`src/rto_pkg.sv`:
```
// Shared types and constants for the retransmission-timeout estimator.
// Holds command and status codes, field widths and controller/datapath structs.
// No dependencies.
package rto_pkg;

   localparam int ID_W    = 16;
   localparam int TS_W    = 64;
   localparam int RTO_W   = 32;
   localparam int ENTRY_W = 1 + ID_W + TS_W;

   localparam logic [1:0] CMD_RECORD = 2'd0;
   localparam logic [1:0] CMD_FORGET = 2'd1;
   localparam logic [1:0] CMD_ACK    = 2'd2;
   localparam logic [1:0] CMD_QUERY  = 2'd3;

   localparam logic [1:0] ST_NONE    = 2'd0;
   localparam logic [1:0] ST_UNKNOWN = 2'd1;
   localparam logic [1:0] ST_STALE   = 2'd2;
   localparam logic [1:0] ST_SAMPLE  = 2'd3;

   localparam logic [RTO_W-1:0] INIT_DEV = 32'd15;
   localparam logic [RTO_W-1:0] INIT_RTO = 32'd1000;
   localparam logic [RTO_W-1:0] RTO_MAX  = 32'hFFFF_FFFF;

   typedef struct packed {
      logic clear;
      logic capture;
      logic lookup;
      logic err;
      logic adj;
      logic dev;
      logic peak;
      logic rto;
      logic respond;
   } ctrl_cmd_type;

   typedef struct packed {
      logic clear_last;
      logic sample;
   } dp_status_type;

endpackage

```
`src/rto_ctrl.sv`:
```
// Controller state machine of the estimator: clearing pass, lookup, update steps.
// Depends on rto_pkg; drives rto_dp through ctrl_cmd_type.
module rto_ctrl
   import rto_pkg::*;
(
   input  logic          clock,
   input  logic          reset,
   input  logic          start,
   input  dp_status_type status,
   output logic          busy,
   output ctrl_cmd_type  cmd
);

   localparam logic [2:0] S_CLEAR  = 3'd0;
   localparam logic [2:0] S_IDLE   = 3'd1;
   localparam logic [2:0] S_LOOKUP = 3'd2;
   localparam logic [2:0] S_ERR    = 3'd3;
   localparam logic [2:0] S_ADJ    = 3'd4;
   localparam logic [2:0] S_DEV    = 3'd5;
   localparam logic [2:0] S_PEAK   = 3'd6;
   localparam logic [2:0] S_RTO    = 3'd7;

   logic [2:0] state_ff;
   logic [2:0] state_in;

   always_ff @(posedge clock) begin
      if (reset) begin
         state_ff <= S_CLEAR;
      end else begin
         state_ff <= state_in;
      end
   end

   always_comb begin
      state_in = state_ff;
      cmd      = '0;
      case (state_ff)
         S_CLEAR: begin
            cmd.clear = 1'b1;
            if (status.clear_last) begin
               state_in = S_IDLE;
            end
         end
         S_IDLE: begin
            if (start) begin
               cmd.capture = 1'b1;
               state_in    = S_LOOKUP;
            end
         end
         S_LOOKUP: begin
            cmd.lookup = 1'b1;
            state_in   = S_ERR;
         end
         S_ERR: begin
            cmd.err = 1'b1;
            if (status.sample) begin
               state_in = S_ADJ;
            end else begin
               cmd.respond = 1'b1;
               state_in    = S_IDLE;
            end
         end
         S_ADJ: begin
            cmd.adj  = 1'b1;
            state_in = S_DEV;
         end
         S_DEV: begin
            cmd.dev  = 1'b1;
            state_in = S_PEAK;
         end
         S_PEAK: begin
            cmd.peak = 1'b1;
            state_in = S_RTO;
         end
         S_RTO: begin
            cmd.rto     = 1'b1;
            cmd.respond = 1'b1;
            state_in    = S_IDLE;
         end
         default: begin
            state_in = S_IDLE;
         end
      endcase
   end

   assign busy = (state_ff != S_IDLE);

endmodule

```
`config.mk`:
```
export PLATFORM = sky130hd
export DESIGN_NAME = rto_ctrl
export DESIGN_NICKNAME = d
export VERILOG_FILES = /design/src/rto_pkg.sv /design/src/rto_ctrl.sv
export SDC_FILE = /design/constraint.sdc
export NUM_CORES = 1
export LEC_CHECK = 0
export ABC_AREA = 1
export ABC_CLOCK_PERIOD_IN_PS = 2200
export BUFFER_PORTS_ARGS = -buffer_cell sky130_fd_sc_hd__buf_2
export CAP_MARGIN = 20
export CORE_AREA = 2 2 39 41
export CTS_BUF_LIST = sky130_fd_sc_hd__clkbuf_4 sky130_fd_sc_hd__clkbuf_8
export CTS_CLUSTER_DIAMETER = 50
export CTS_CLUSTER_SIZE = 20
export DETAILED_ROUTE_END_ITERATION = 10
export DIE_AREA = 0 0 41 43
export GPL_ROUTABILITY_DRIVEN = 0
export PLACE_DENSITY = 0.48
export SYNTH_ARGS = -nofsm -noshare
export SYNTH_HDL_FRONTEND = slang
export SYNTH_SLANG_ARGS = --single-unit
```
`constraint.sdc`:
```
create_clock -name clock -period 2.2 [get_ports clock]
set_input_delay 0.11 -clock clock [delete_from_list [all_inputs] [get_ports clock]]
set_output_delay 0.11 -clock clock [all_outputs]
set_load 0.05 [all_outputs]
```
==> flow_summary.toml <==
[synth]
synth_edf_count = 0
synthDistinctLibCells = 9
synth_area_leader_cell = "dfxtp_1"
async_reset_ff_share_pct = 0
synth.most_common_cell = "nor2_1"
syn_area_um2 = 226
synth_top_area_share_pct = 26.5
synth_top_family_by_area = "simple AND/OR/NAND/NOR gates"
synth_xor_area_share_pct = 0
synth_area_per_cell_um2 = 5.39
synth_ff_type = "dfxtp_1"
synth_common_cells = "11 x nor2_1, 10 x nand2_1, 9 x inv_1"
ys_ff_latch = 3
synth_mux_area_share_pct = 0
seq_area_frac_synth_pct = 26.5
netlist_top_cells_area = "dfxtp_1 27%, nor2_1 18%, nand2_1 17%"
synthAdderAreaFrac_pct = 0
synth_cells = 42
synth_compound_area_share_pct = 2.21
syn-num-nets = 47
yosys.area_share.simple_pct = 53.0
synth_warnings = 0

[setup_path]
arrival_ps = 1200
cp.required_ps = 2090
r2r-start = "state_ff[0]"
crit_chain = "inv_2 -> nor2_2 -> nand2_1 -> nor2_1 -> buf_2"
critical-path-slowest-cell = "dfxtp_1"
crit_start = "state_ff[0]"
cp_slowest_stage_delay_ps = 390
worstSetupPathType = "reg2out"
critPathBufInv = 2
cp_max_fo = 5
critical-path-top-delay-family = "flip-flops"
end_kind = "primary output"
cp-start-kind = "flop"

[power]
p_leak_nw = 0.234
vdd_drop_max_mv = 0.224
power.density_nw_per_um2 = 828
total_power_uw = 287

[placement]
dp_hpwl_um = 435
port-buffer-count = 14

[timing]
hold_viol = 0
tightest_slew_ps = 251
finalClockSkew_ps = 0.395
min_period_ps = 1310
relSlewSlack_pct = 83.4
slew_violations = 0
max_freq_mhz = 766
min_period_over_period_pct = 59.3
rsz0062_at_grt = "false"
finalSetupViolCount = 0
final.setup.tns_ps = 0

[cells_and_area]
reg_top3 = "state_ff: 3 flops"
area.growth.synth_to_final_pct = 53.0
nFillCells = 167
fin_nets = 66
layout-drive-gt1-share_pct = 38.3
diodes = 0
largest_reg_flops = 3
top_register = "state_ff"

[route]
drc_errors = 0
drtIter0Drc = 2
vias = 276
wl_per_cell_um = 6.93
final_antenna_net_count = 0
first_pass_iters = 2
drt_wl_total_um = 527
viasPerCell = 3.63

[grt]
overflow = 0
grt_pass1_vias = 214
grt_pass1_wl_um = 800
grt_max_degree = 10
grt_usage_pct = 7.43
antenna_found_initial = 0

[hold_path]
worstHoldStart = "reset"
hp-class = "in2reg"

[clocking]
cts_setup_buffers = 0
post_cts_resized = 0
cts_buffers = 3
cts_max_level = 1
cts_tree = "built"
cts.clk_slew.worst_paths_ps = 40
cts-root-buf = "clkbuf_4"
ctsHoldBuffers = 0
clkSinkCount = 3
clk_latency_ps = 230
clock_path_buffers = 2

[die]
dieWidth_um = 41
core-area_um2 = 1380
die_h_um = 43
fp-row-count = 14
num_io_pins = 15
start_util_pct = 16.4
dieArea_um2 = 1760

[job]
maxCapViolCount = 0

[run_status]
status = "complete, no violations"
stage by stage:
stage	hold WS, ps	area, um2	worst slack, ps	utilization [%]	cells
floorplan	182	226	485	-	42
global placement	308	317	1140	22.9	72
detailed placement	310	317	1120	22.9	72
CTS	57.7	347	861	25.0	76
global route	66.9	347	767	25.0	76
finish	68.7	347	895	25.0	76
worst register-to-register path, stage by stage, from the launching register on:
cell and delay (ps):
dfxtp_1 340, nor2_1 170, nand3_2 110, nand2_1 70, inv_1 30, nand2_1 50
inv_1 30
cell usage in the layout (no fill, tap or decap), drive strengths merged:
cell type,Yosys,routed
nand3,5,5
nor2,12,12
o21ai,1,1
dfxtp,3,3
clkbuf,0,4
nand2,10,10
inv,11,11
buf,0,14
layout make-up:
type	count	area [um2]	area share, %
multi-input cells	28	125	36.1
inverters	11	41.3	11.9
clock buffers	4	30.0	8.66
repair buffers	14	70.1	20.2
well taps	16	20.0	5.78
flip-flops and latches	3	60.1	17.3
kinds of logic (layout without fill, tap and decap cells):
kind of cell,after synthesis,in the layout
buffers and inverters,11,29
and+or+nand+nor,27,27
AOI/OAI and AO/OA,1,1
DFF,3,3
where the power goes:
group | internal [mW] | switching [mW]
combinational | 0.0284 | 0.0828
sequential | 0.0606 | 0.00774
clock | 0.0802 | 0.0271
total | 0.169 | 0.118
per-layer routing:
| layer | global-route usage, % | vias to the layer above | routed length [um] |
|---|---|---|---|
| li1 | - | 156 | - |
| met1 | 7.72 | 109 | 229 |
| met2 | 9.06 | 9 | 243 |
| met3 | 4.71 | 2 | 50 |
| met4 | 8.00 | 0 | 4 |
| met5 | 0 | - | 0 |
path summary, 6_finish.rpt:
kind              cells past startpoint     endpoint  slack (ps)
hold reg to reg                       2  state_ff[2]         600
setup / recovery                      5       cmd[7]         890
setup reg to reg                      6  state_ff[0]        1300
hold / removal                        2  state_ff[2]          70
Note: power is estimated with default switching activity, not from simulation.
